## config.mk

```make
export PLATFORM = sky130hd
export DESIGN_NAME = diff_drive_wheel_odometry_top_flat
export DESIGN_NICKNAME = d
export VERILOG_FILES = /design/src/rtl/odo_pkg.sv /design/src/rtl/odo_if.sv /design/src/rtl/diff_drive_wheel_odometry_top.sv /design/src/rtl/odo_ctrl.sv /design/src/rtl/odo_dp.sv /design/src/flat_wrapper.sv
export SDC_FILE = /design/constraint.sdc
export NUM_CORES = 2
export LEC_CHECK = 0
export BUFFER_PORTS_ARGS = -buffer_cell sky130_fd_sc_hd__buf_2
export CAP_MARGIN = 30
export CORE_AREA = 5 5 459 574
export CTS_CLUSTER_SIZE = 16
export DETAILED_ROUTE_END_ITERATION = 10
export DIE_AREA = 0 0 464 579
export PLACE_DENSITY = 0.46
export SLEW_MARGIN = 15
export SYNTH_ARGS = -nofsm -noshare
export SYNTH_HDL_FRONTEND = slang
export SYNTH_SLANG_ARGS = --single-unit
```

## constraint.sdc

```tcl
create_clock -name clk -period 12.7 [get_ports clk]
set_clock_uncertainty 0.05 [all_clocks]
set_input_delay 1.27 -clock clk [delete_from_list [all_inputs] [get_ports clk]]
set_output_delay 1.27 -clock clk [all_outputs]
set_load 0.01 [all_outputs]
```

## src/rtl/odo_pkg.sv

```systemverilog
// Package for differential-drive wheel odometry.
// Widths, register indexes, CORDIC constants, arctan table and the
// command/status structs shared by controller and datapath. No dependencies.
`default_nettype none

package odo_pkg;

    localparam int COUNTER_BITS_DEF = 16;
    localparam int CORDIC_STEPS_DEF = 16;

    localparam int CNT_W      = 16;
    localparam int CFG_W      = 24;
    localparam int CFG_IDX_W  = 2;
    localparam int POS_W      = 32;
    localparam int ANG_W      = 32;
    localparam int DELTA_W    = 18;
    localparam int SUM_W      = 19;
    localparam int WIDE_W     = 34;
    localparam int CORDIC_W   = 34;
    localparam int MUL_W      = 32;
    localparam int PROD_W     = 64;
    localparam int ACC_W      = 79;
    localparam int ROUND_BIT  = 46;
    localparam int RES_LSB    = 47;
    localparam int ATAN_IDX_W = 5;

    localparam logic [CFG_IDX_W-1:0] CFG_DIST  = 2'd0;
    localparam logic [CFG_IDX_W-1:0] CFG_ANGLE = 2'd1;

    localparam logic [CFG_W-1:0] DIST_RESET  = 24'd1271040;
    localparam logic [CFG_W-1:0] ANGLE_RESET = 24'd525970;

    localparam logic signed [WIDE_W-1:0]   UNWRAP_LIMIT = 34'sd30000;
    localparam logic signed [CORDIC_W-1:0] CORDIC_GAIN  = 34'sd652032874;
    localparam logic [ANG_W-1:0]           HALF_TURN    = 32'h8000_0000;

    typedef enum logic [3:0] {
        OP_NONE,
        OP_DELTA,
        OP_MSUM,
        OP_MTURN,
        OP_HEAD,
        OP_CINIT,
        OP_CSTEP,
        OP_PLO,
        OP_PHI,
        OP_PACC,
        OP_PADD
    } dp_op_t;

    typedef struct packed {
        dp_op_t                  op;
        logic                    axis;
        logic [ATAN_IDX_W-1:0]   step;
        logic                    take_in;
        logic                    load_out;
    } dp_cmd_t;

    typedef struct packed {
        logic have_prev;
    } dp_stat_t;

    function automatic logic [ANG_W-1:0] atan_lut(input logic [ATAN_IDX_W-1:0] k);
        logic [ANG_W-1:0] v;
        unique case (k)
            5'd0:  v = 32'h20000000;
            5'd1:  v = 32'h12E4051E;
            5'd2:  v = 32'h09FB385B;
            5'd3:  v = 32'h051111D4;
            5'd4:  v = 32'h028B0D43;
            5'd5:  v = 32'h0145D7E1;
            5'd6:  v = 32'h00A2F61E;
            5'd7:  v = 32'h00517C55;
            5'd8:  v = 32'h0028BE53;
            5'd9:  v = 32'h00145F2F;
            5'd10: v = 32'h000A2F98;
            5'd11: v = 32'h000517CC;
            5'd12: v = 32'h00028BE6;
            5'd13: v = 32'h000145F3;
            5'd14: v = 32'h0000A2FA;
            5'd15: v = 32'h0000517D;
            5'd16: v = 32'h000028BE;
            5'd17: v = 32'h0000145F;
            5'd18: v = 32'h00000A30;
            5'd19: v = 32'h00000518;
            5'd20: v = 32'h0000028C;
            5'd21: v = 32'h00000146;
            5'd22: v = 32'h000000A3;
            5'd23: v = 32'h00000051;
            5'd24: v = 32'h00000029;
            5'd25: v = 32'h00000014;
            5'd26: v = 32'h0000000A;
            5'd27: v = 32'h00000005;
            5'd28: v = 32'h00000003;
            5'd29: v = 32'h00000001;
            5'd30: v = 32'h00000001;
            5'd31: v = 32'h00000000;
        endcase
        return v;
    endfunction

endpackage

`default_nettype wire

```

## src/rtl/odo_if.sv

```systemverilog
// Valid/ready channel interfaces for encoder samples and pose items.
// Depends on odo_pkg.
`default_nettype none

interface odo_in_if import odo_pkg::*; ();
    logic             valid;
    logic             ready;
    logic [CNT_W-1:0] left_count;
    logic [CNT_W-1:0] right_count;

    modport source (output valid, output left_count, output right_count, input ready);
    modport sink   (input valid, input left_count, input right_count, output ready);
endinterface

interface odo_out_if import odo_pkg::*; ();
    logic                    valid;
    logic                    ready;
    logic signed [POS_W-1:0] pos_x;
    logic signed [POS_W-1:0] pos_y;
    logic [ANG_W-1:0]        heading;
    logic                    primed;

    modport source (output valid, output pos_x, output pos_y, output heading,
                    output primed, input ready);
    modport sink   (input valid, input pos_x, input pos_y, input heading,
                    input primed, output ready);
endinterface

`default_nettype wire

```

## src/rtl/diff_drive_wheel_odometry_top.sv

```systemverilog
// Top level of differential-drive wheel odometry.
// Depends on odo_pkg, odo_if, odo_ctrl and odo_dp.
//
//   port      dir   payload                               handshake
//   sample    in    left_count, right_count               valid/ready
//   pose      out   pos_x, pos_y, heading, primed          valid/ready
//   cfg_*     in    cfg_index, cfg_data (24b)             cfg_we, no stall
//
// An updating sample is held from acceptance to re-acceptance by the
// one-step-per-cycle CORDIC and the shared 32x32 multiplier. A priming
// sample skips both and goes from the delta straight to the pose load.
// Reset restores both gains and clears the internal pose and the previous counts.
// A new sample is taken while the last pose waits; the block stalls only
// when a second pose is ready before the first was taken.
`default_nettype none

module diff_drive_wheel_odometry_top import odo_pkg::*; #(
    parameter int COUNTER_BITS = COUNTER_BITS_DEF,
    parameter int CORDIC_STEPS = CORDIC_STEPS_DEF
) (
    input  logic                 clk,
    input  logic                 rst_n,
    input  logic                 cfg_we,
    input  logic [CFG_IDX_W-1:0] cfg_index,
    input  logic [CFG_W-1:0]     cfg_data,
    odo_in_if.sink               sample,
    odo_out_if.source            pose
);

    dp_cmd_t  cmd;
    dp_stat_t stat;

    odo_ctrl #(
        .CORDIC_STEPS (CORDIC_STEPS)
    ) u_ctrl (
        .clk       (clk),
        .rst_n     (rst_n),
        .in_valid  (sample.valid),
        .in_ready  (sample.ready),
        .out_valid (pose.valid),
        .out_ready (pose.ready),
        .cmd       (cmd),
        .stat      (stat)
    );

    odo_dp #(
        .COUNTER_BITS (COUNTER_BITS)
    ) u_dp (
        .clk         (clk),
        .rst_n       (rst_n),
        .cfg_we      (cfg_we),
        .cfg_index   (cfg_index),
        .cfg_data    (cfg_data),
        .left_count  (sample.left_count),
        .right_count (sample.right_count),
        .cmd         (cmd),
        .stat        (stat),
        .pos_x       (pose.pos_x),
        .pos_y       (pose.pos_y),
        .heading     (pose.heading),
        .primed      (pose.primed)
    );

endmodule

`default_nettype wire

```

## src/rtl/odo_ctrl.sv

```systemverilog
// Odometry controller: one-hot sequencer issuing datapath commands,
// CORDIC step counter and output valid. Depends on odo_pkg.
`default_nettype none

module odo_ctrl import odo_pkg::*; #(
    parameter int CORDIC_STEPS = CORDIC_STEPS_DEF
) (
    input  logic     clk,
    input  logic     rst_n,
    input  logic     in_valid,
    output logic     in_ready,
    output logic     out_valid,
    input  logic     out_ready,
    output dp_cmd_t  cmd,
    input  dp_stat_t stat
);

    localparam int STEP_W = $clog2(CORDIC_STEPS);
    localparam logic [STEP_W-1:0] STEP_LAST = STEP_W'(CORDIC_STEPS - 1);

    typedef enum logic [11:0] {
        S_IDLE  = 12'b0000_0000_0001,
        S_DELTA = 12'b0000_0000_0010,
        S_MSUM  = 12'b0000_0000_0100,
        S_MTURN = 12'b0000_0000_1000,
        S_HEAD  = 12'b0000_0001_0000,
        S_CINIT = 12'b0000_0010_0000,
        S_CSTEP = 12'b0000_0100_0000,
        S_PLO   = 12'b0000_1000_0000,
        S_PHI   = 12'b0001_0000_0000,
        S_PACC  = 12'b0010_0000_0000,
        S_PADD  = 12'b0100_0000_0000,
        S_DONE  = 12'b1000_0000_0000
    } state_t;

    state_t            state_reg, state_next;
    logic [STEP_W-1:0] step_reg, step_next;
    logic              axis_reg, axis_next;
    logic              out_valid_reg, out_valid_next;

    always_comb
    begin
        state_next     = state_reg;
        step_next      = step_reg;
        axis_next      = axis_reg;
        out_valid_next = out_valid_reg & ~out_ready;
        cmd            = '0;
        cmd.op         = OP_NONE;
        cmd.axis       = axis_reg;
        cmd.step       = ATAN_IDX_W'(step_reg);
        unique case (state_reg)
            S_IDLE:
            begin
                if (in_valid)
                begin
                    cmd.take_in = 1'b1;
                    state_next  = S_DELTA;
                end
            end
            S_DELTA:
            begin
                cmd.op     = OP_DELTA;
                state_next = stat.have_prev ? S_MSUM : S_DONE;
            end
            S_MSUM:
            begin
                cmd.op     = OP_MSUM;
                state_next = S_MTURN;
            end
            S_MTURN:
            begin
                cmd.op     = OP_MTURN;
                state_next = S_HEAD;
            end
            S_HEAD:
            begin
                cmd.op     = OP_HEAD;
                state_next = S_CINIT;
            end
            S_CINIT:
            begin
                cmd.op     = OP_CINIT;
                step_next  = '0;
                state_next = S_CSTEP;
            end
            S_CSTEP:
            begin
                cmd.op = OP_CSTEP;
                if (step_reg == STEP_LAST)
                begin
                    axis_next  = 1'b0;
                    state_next = S_PLO;
                end
                else
                begin
                    step_next = step_reg + 1'b1;
                end
            end
            S_PLO:
            begin
                cmd.op     = OP_PLO;
                state_next = S_PHI;
            end
            S_PHI:
            begin
                cmd.op     = OP_PHI;
                state_next = S_PACC;
            end
            S_PACC:
            begin
                cmd.op     = OP_PACC;
                state_next = S_PADD;
            end
            S_PADD:
            begin
                cmd.op = OP_PADD;
                if (!axis_reg)
                begin
                    axis_next  = 1'b1;
                    state_next = S_PLO;
                end
                else
                begin
                    state_next = S_DONE;
                end
            end
            S_DONE:
            begin
                if (!out_valid_reg || out_ready)
                begin
                    cmd.load_out   = 1'b1;
                    out_valid_next = 1'b1;
                    state_next     = S_IDLE;
                end
            end
            default:
            begin
                state_next = S_IDLE;
            end
        endcase
    end

    always_ff @(posedge clk or negedge rst_n)
    begin
        if (!rst_n)
        begin
            state_reg     <= S_IDLE;
            step_reg      <= '0;
            axis_reg      <= 1'b0;
            out_valid_reg <= 1'b0;
        end
        else
        begin
            state_reg     <= state_next;
            step_reg      <= step_next;
            axis_reg      <= axis_next;
            out_valid_reg <= out_valid_next;
        end
    end

    assign in_ready  = (state_reg == S_IDLE);
    assign out_valid = out_valid_reg;

endmodule

`default_nettype wire

```

## src/rtl/odo_dp.sv

```systemverilog
// Odometry datapath: config registers, unwrap, shared 32x32 multiplier,
// iterative CORDIC, rounding accumulator and pose registers. Depends on odo_pkg.
`default_nettype none

module odo_dp import odo_pkg::*; #(
    parameter int COUNTER_BITS = COUNTER_BITS_DEF
) (
    input  logic                    clk,
    input  logic                    rst_n,
    input  logic                    cfg_we,
    input  logic [CFG_IDX_W-1:0]    cfg_index,
    input  logic [CFG_W-1:0]        cfg_data,
    input  logic [CNT_W-1:0]        left_count,
    input  logic [CNT_W-1:0]        right_count,
    input  dp_cmd_t                 cmd,
    output dp_stat_t                stat,
    output logic signed [POS_W-1:0] pos_x,
    output logic signed [POS_W-1:0] pos_y,
    output logic [ANG_W-1:0]        heading,
    output logic                    primed
);

    localparam logic [CNT_W:0] ONE_EXT = 17'd1;
    localparam logic [CNT_W-1:0] CNT_MASK = (COUNTER_BITS >= CNT_W) ? '1 :
        CNT_W'((ONE_EXT << COUNTER_BITS) - ONE_EXT);
    localparam logic signed [WIDE_W-1:0] PERIOD = 34'sd1 <<< COUNTER_BITS;
    localparam logic [ACC_W-1:0] ROUND_ADD = ACC_W'(1) << ROUND_BIT;

    logic [CFG_W-1:0]           dist_reg, angle_reg;
    logic [CNT_W-1:0]           cur_left_reg, cur_right_reg;
    logic [CNT_W-1:0]           prev_left_reg, prev_right_reg;
    logic                       have_prev_reg, primed_reg;
    logic signed [DELTA_W-1:0]  dl_reg, dr_reg;
    logic                       sum_neg_reg, flip_reg;
    logic [PROD_W-1:0]          prod_reg, ms_reg;
    logic [ANG_W-1:0]           head_reg;
    logic signed [CORDIC_W-1:0] cx_reg, cy_reg, cz_reg;
    logic [ACC_W-1:0]           acc_reg;
    logic [POS_W-1:0]           px_reg, py_reg;
    logic [POS_W-1:0]           out_x_reg, out_y_reg;
    logic [ANG_W-1:0]           out_head_reg;
    logic                       out_primed_reg;

    logic signed [SUM_W-1:0]    sum_s, diff_s, sum_mag;
    logic signed [CORDIC_W-1:0] trig, trig_mag, xs, ys;
    logic                       inc_neg;
    logic [MUL_W-1:0]           mul_a, mul_b;
    logic [PROD_W-1:0]          mul_prod;
    logic [POS_W-1:0]           res, inc;
    logic [ANG_W-1:0]           folded;
    logic [CORDIC_W-1:0]        atan_ext;

    function automatic logic signed [DELTA_W-1:0] unwrap(input logic [CNT_W-1:0] now,
                                                         input logic [CNT_W-1:0] prev);
        logic signed [WIDE_W-1:0] d;
        d = signed'(WIDE_W'(now)) - signed'(WIDE_W'(prev));
        if (d > UNWRAP_LIMIT)
            d = d - PERIOD;
        if (d < -UNWRAP_LIMIT)
            d = d + PERIOD;
        return d[DELTA_W-1:0];
    endfunction

    always_comb
    begin
        sum_s    = SUM_W'(dl_reg) + SUM_W'(dr_reg);
        diff_s   = SUM_W'(dr_reg) - SUM_W'(dl_reg);
        sum_mag  = sum_s[SUM_W-1] ? -sum_s : sum_s;
        trig     = cmd.axis ? cy_reg : cx_reg;
        trig_mag = trig[CORDIC_W-1] ? -trig : trig;
        inc_neg  = sum_neg_reg ^ trig[CORDIC_W-1] ^ flip_reg;
        res      = acc_reg[RES_LSB +: POS_W];
        inc      = inc_neg ? -res : res;
        xs       = cx_reg >>> cmd.step;
        ys       = cy_reg >>> cmd.step;
        atan_ext = CORDIC_W'(atan_lut(cmd.step));
        folded   = (head_reg[ANG_W-1 -: 2] == 2'b01 || head_reg[ANG_W-1 -: 2] == 2'b10) ?
                   (head_reg ^ HALF_TURN) : head_reg;
        unique case (cmd.op)
            OP_MSUM:
            begin
                mul_a = MUL_W'(unsigned'(sum_mag));
                mul_b = MUL_W'(dist_reg);
            end
            OP_MTURN:
            begin
                mul_a = MUL_W'(diff_s);
                mul_b = MUL_W'(angle_reg);
            end
            OP_PLO:
            begin
                mul_a = ms_reg[MUL_W-1:0];
                mul_b = trig_mag[MUL_W-1:0];
            end
            OP_PHI:
            begin
                mul_a = ms_reg[PROD_W-1:MUL_W];
                mul_b = trig_mag[MUL_W-1:0];
            end
            default:
            begin
                mul_a = '0;
                mul_b = '0;
            end
        endcase
        mul_prod = PROD_W'(mul_a) * PROD_W'(mul_b);
    end

    always_ff @(posedge clk or negedge rst_n)
    begin
        if (!rst_n)
        begin
            dist_reg       <= DIST_RESET;
            angle_reg      <= ANGLE_RESET;
            prev_left_reg  <= '0;
            prev_right_reg <= '0;
            have_prev_reg  <= 1'b0;
            primed_reg     <= 1'b0;
            head_reg       <= '0;
            px_reg         <= '0;
            py_reg         <= '0;
        end
        else
        begin
            if (cfg_we)
            begin
                unique case (cfg_index)
                    CFG_DIST:  dist_reg  <= cfg_data;
                    CFG_ANGLE: angle_reg <= cfg_data;
                    default:   ;
                endcase
            end
            unique case (cmd.op)
                OP_DELTA:
                begin
                    prev_left_reg  <= cur_left_reg;
                    prev_right_reg <= cur_right_reg;
                    have_prev_reg  <= 1'b1;
                    primed_reg     <= have_prev_reg;
                end
                OP_HEAD:
                begin
                    head_reg <= head_reg + prod_reg[ANG_W-1:0];
                end
                OP_PADD:
                begin
                    if (cmd.axis)
                        py_reg <= py_reg + inc;
                    else
                        px_reg <= px_reg + inc;
                end
                default: ;
            endcase
        end
    end

    always_ff @(posedge clk)
    begin
        prod_reg <= mul_prod;
        if (cmd.take_in)
        begin
            cur_left_reg  <= left_count & CNT_MASK;
            cur_right_reg <= right_count & CNT_MASK;
        end
        if (cmd.load_out)
        begin
            out_x_reg      <= px_reg;
            out_y_reg      <= py_reg;
            out_head_reg   <= head_reg;
            out_primed_reg <= primed_reg;
        end
        unique case (cmd.op)
            OP_DELTA:
            begin
                dl_reg <= unwrap(cur_left_reg, prev_left_reg);
                dr_reg <= unwrap(cur_right_reg, prev_right_reg);
            end
            OP_MSUM:
            begin
                sum_neg_reg <= sum_s[SUM_W-1];
            end
            OP_MTURN:
            begin
                ms_reg <= prod_reg;
            end
            OP_CINIT:
            begin
                flip_reg <= (folded != head_reg);
                cx_reg   <= CORDIC_GAIN;
                cy_reg   <= '0;
                cz_reg   <= CORDIC_W'(signed'(folded));
            end
            OP_CSTEP:
            begin
                if (!cz_reg[CORDIC_W-1])
                begin
                    cx_reg <= cx_reg - ys;
                    cy_reg <= cy_reg + xs;
                    cz_reg <= cz_reg - signed'(atan_ext);
                end
                else
                begin
                    cx_reg <= cx_reg + ys;
                    cy_reg <= cy_reg - xs;
                    cz_reg <= cz_reg + signed'(atan_ext);
                end
            end
            OP_PHI:
            begin
                acc_reg <= ACC_W'(prod_reg) + ROUND_ADD;
            end
            OP_PACC:
            begin
                acc_reg <= acc_reg + ACC_W'({prod_reg, {MUL_W{1'b0}}});
            end
            default: ;
        endcase
    end

    assign stat.have_prev = have_prev_reg;
    assign pos_x   = signed'(out_x_reg);
    assign pos_y   = signed'(out_y_reg);
    assign heading = out_head_reg;
    assign primed  = out_primed_reg;

endmodule

`default_nettype wire
```

## src/flat_wrapper.sv

```systemverilog
// flat-port wrapper written by rule: the top's interface ports become plain ports
module diff_drive_wheel_odometry_top_flat import odo_pkg::*;
#(
    parameter int COUNTER_BITS = COUNTER_BITS_DEF,
    parameter int CORDIC_STEPS = CORDIC_STEPS_DEF
)
  (clk, rst_n, cfg_we, cfg_index, cfg_data, sample_valid, sample_left_count, sample_right_count, sample_ready, pose_valid, pose_pos_x, pose_pos_y, pose_heading, pose_primed, pose_ready);
  odo_in_if sample_i ();
  odo_out_if pose_i ();
  input  logic clk;
  input  logic rst_n;
  input  logic cfg_we;
  input  logic [CFG_IDX_W-1:0] cfg_index;
  input  logic [CFG_W-1:0] cfg_data;
  input wire logic [$bits(sample_i.valid)-1:0] sample_valid;
  input wire logic [$bits(sample_i.left_count)-1:0] sample_left_count;
  input wire logic [$bits(sample_i.right_count)-1:0] sample_right_count;
  output wire logic [$bits(sample_i.ready)-1:0] sample_ready;
  output wire logic [$bits(pose_i.valid)-1:0] pose_valid;
  output wire logic [$bits(pose_i.pos_x)-1:0] pose_pos_x;
  output wire logic [$bits(pose_i.pos_y)-1:0] pose_pos_y;
  output wire logic [$bits(pose_i.heading)-1:0] pose_heading;
  output wire logic [$bits(pose_i.primed)-1:0] pose_primed;
  input wire logic [$bits(pose_i.ready)-1:0] pose_ready;
  assign sample_i.valid = sample_valid;
  assign sample_i.left_count = sample_left_count;
  assign sample_i.right_count = sample_right_count;
  assign sample_ready = sample_i.ready;
  assign pose_valid = pose_i.valid;
  assign pose_pos_x = pose_i.pos_x;
  assign pose_pos_y = pose_i.pos_y;
  assign pose_heading = pose_i.heading;
  assign pose_primed = pose_i.primed;
  assign pose_i.ready = pose_ready;
  diff_drive_wheel_odometry_top #(.COUNTER_BITS(COUNTER_BITS), .CORDIC_STEPS(CORDIC_STEPS)) u_core (.clk(clk), .rst_n(rst_n), .cfg_we(cfg_we), .cfg_index(cfg_index), .cfg_data(cfg_data), .sample(sample_i), .pose(pose_i));
endmodule
```

==> results.sh <==
export IMPL_cts_resized=0
export IMPL_post_cts_buffers=0
export IMPL_ctsLongestPathBuffers=3
export IMPL_report_final_slew_viol_count=0
export IMPL_via_per_inst=5.12
export IMPL_grt_max_degree=96
export IMPL_post_place_cells=11700
export IMPL_globalplace_congestion=0.960
export IMPL_path_max_fanout=14
export IMPL_drcViolationCount=0
export IMPL_setup_tns_ns=0
export IMPL_max_stage_delay_ns=0.62
export IMPL_synthFlopType="edfxtp_1"
export IMPL_syn2layout_area_growth_pct=10.6
export IMPL_cts_root_buf="clkbuf_16"
export IMPL_synthSimpleGateAreaFrac_pct=13.4
export IMPL_fin_cells=11800
export IMPL_first_iter_violations=3976
export IMPL_hpwlAfterDp_um=226000
export IMPL_die_h_um=579
export IMPL_dr_pass1_iters=8
export IMPL_ys_ff_latch=640
export IMPL_ys_warn_count=0
export IMPL_routed_wl_um=282000
export IMPL_die_area_um2=269000
export IMPL_initial_utilization_pct=29.8
export IMPL_ys_seq_area_share_pct=23.0
export IMPL_clkLatencyLatePin_ns=0.71
export IMPL_p_leak_nw=38.0
export IMPL_synth_area_um2=76700
export IMPL_cts_tree="done"
export IMPL_wire_per_inst_um=23.8
export IMPL_synth_top_family_by_area="adder cells"
export IMPL_rsz0062_at_grt="no"
export IMPL_synth_enable_flop_cells=380
export IMPL_startpoint_type="register"
export IMPL_ys_top_cells_by_area="fa_1, edfxtp_1, ha_1, dfrtp_1, inv_1"
export IMPL_end_kind="register"
export IMPL_synth_most_common_cell="inv_1"
export IMPL_nets=9937
export IMPL_r2r_setup_slack_ns=0.80
export IMPL_outcome="complete, no violations"
export IMPL_syn_instance_count=8322
export IMPL_synth_compound_area_share_pct=12.7
export IMPL_antenna_left=0
export IMPL_row_count=209
export IMPL_cts_sinks=640
export IMPL_peakVddDrop_v=0.0000881
export IMPL_clk_pin_slew_ns=0.06
export IMPL_synth_top_area_share_pct=23.7
export IMPL_setup_violations=0
export IMPL_die_w_um=464
export IMPL_core_area_um2=258000
export IMPL_ys_types=107
export IMPL_tightest_slew_ns=1.30
export IMPL_period_needed_ns=11.90
export IMPL_hold_buffers=0
export IMPL_track_usage_pct=20.6
export IMPL_synthTopCellsByCount="inv_1, nand2_1, fa_1"
export IMPL_pwr_density_cell_nw_per_um2=87.8
export IMPL_synth_mux_area_share_pct=3.98
export IMPL_fin_crit_sh_pct=93.7
export IMPL_max_freq_mhz=84.1
export IMPL_synthXorXnorAreaFrac_pct=5.85
export IMPL_finalHoldViolCount=0
export IMPL_holdWs_ns=0.397
export IMPL_drive_above_1_share_pct=8.74
export IMPL_overflow=0
export IMPL_antenna_found_initial=10
export IMPL_maxCapViolCount=0
export IMPL_grt_pass1_wl_um=416000
export IMPL_cp_common_cell="fa_1"
export IMPL_htreeDepth=3
export IMPL_crit_type="reg -> reg"
export IMPL_grt_pass1_vias=63000
export IMPL_vias=60600
export IMPL_synthArstFlopShare_pct=30.6
export IMPL_synth_top_cell_by_area="fa_1"
export IMPL_worstPathArrival_ns=12.42
export IMPL_max_slew_margin_rel_pct=13.4
export IMPL_cts_made_buffers=82
export IMPL_required_ns=13.22
export IMPL_worstHoldPathType="reg -> reg"
export IMPL_avgSynthCellArea_um2=9.22
export IMPL_synthAdderAreaFrac_pct=33.2
export IMPL_place_port_buffers=161
export IMPL_io_pins=162
export IMPL_cpMaxStageDelayCell="o32ai_2"
export IMPL_synth_fp_nets=9877
==> critical path, delay by kind of cell, from the launching register on <==
kind | cells | cell delay, ns
and+or+nand+nor | 6 | 1.13
adders and majority gates | 10 | 4.52
buffers and inverters | 9 | 1.72
AOI/OAI and AO/OA | 15 | 3.60
xor gates and xnor gates | 2 | 0.35
DFF | 1 | 0.35
==> layout by cell type (no fill, tap or decap), types with 98 or more instances in the layout <==
master,synthesis,layout
nor2_1,638,634
xnor2_1,299,297
a21o_1,197,197
ha_1,585,585
fa_1,907,907
inv_1,1170,1168
buf_4,9,173
nor3_1,98,98
nand2_1,1164,1162
o21ai_0,403,390
xor2_1,214,214
a21oi_1,407,406
buf_2,31,162
dfrtp_1,182,177
edfxtp_1,380,380
==> cell type report <==
cell class                      count  area, um^2
Timing Repair Buffer              355        2440
Inverter                         1173        4400
Fill cell                       26800      173000
Antenna cell                        5        12.5
Tap cell                         3376        4220
Multi-Input combinational cell   6130       53300
Clock inverter                     55         658
Clock buffer                       99        2210
Sequential cell                   640       17600
==> path summary, 6_finish.rpt <==
path | cells past startpoint | startpoint | to
max | 42 | u_core.u_dp.dl_reg[2] | u_core.u_dp.prod_reg[61]
min | 0 | u_core.u_dp.primed_reg | u_core.u_dp.primed
max reg2reg | 42 | u_core.u_dp.dl_reg[2] | u_core.u_dp.prod_reg[61]
min in group asynchronous | 1 | rst_n | u_core.u_dp.head_reg[16]
max in group asynchronous | 3 | rst_n | u_core.u_dp.angle_reg[8]
min reg2reg | 0 | u_core.u_dp.primed_reg | u_core.u_dp.primed
==> logic make-up (layout without fill, tap and decap cells) <==
| kind of cell | count (synthesis) | in the layout |
|---|---|---|
| mux | 207 | 207 |
| other cells | 0 | 5 |
| compound gates | 1543 | 1543 |
| xor+xnor | 513 | 513 |
| flops | 640 | 640 |
| buf+inv | 1552 | 1682 |
| simple gates | 2375 | 2375 |
| fa+ha+maj | 1492 | 1492 |
==> per-stage QoR <==
| stage | utilization, % | power, mW | cell area (um^2) | setup slack (ns) |
|---|---|---|---|---|
| detailed placement | 31.8 | 4.97 | 82000 | 0.929 |
| finish | 32.9 | 7.45 | 84900 | 0.805 |
| global placement | 31.7 | 4.94 | 81800 | 0.917 |
| CTS | 32.9 | 7.54 | 84800 | 0.850 |
| floorplan | - | 4.17 | 76700 | 2.01 |
| global route | 32.9 | 7.84 | 84900 | 0.142 |
==> power breakdown <==
group / switching [mW] / leakage (nW) / internal, mW
Clock: 1.07 / 1.37 / 1.45
Sequential: 0.0989 / 6.37 / 2.43
Combinational: 1.57 / 30.2 / 0.841
Total: 2.74 / 38.0 / 4.71
==> metal layers <==
layer  up-vias  track usage (%)  share of wire, %  wire (um)
li1      27600                -                 -          -
met5         -                0            0.0028          8
met1     30800             24.3                40     111000
met2      1719             36.7                50     140000
met4         2             10.2               5.9      16700
met3       491             2.79               4.8      13400
No activity file was read; power rests on OpenSTA's default activity.
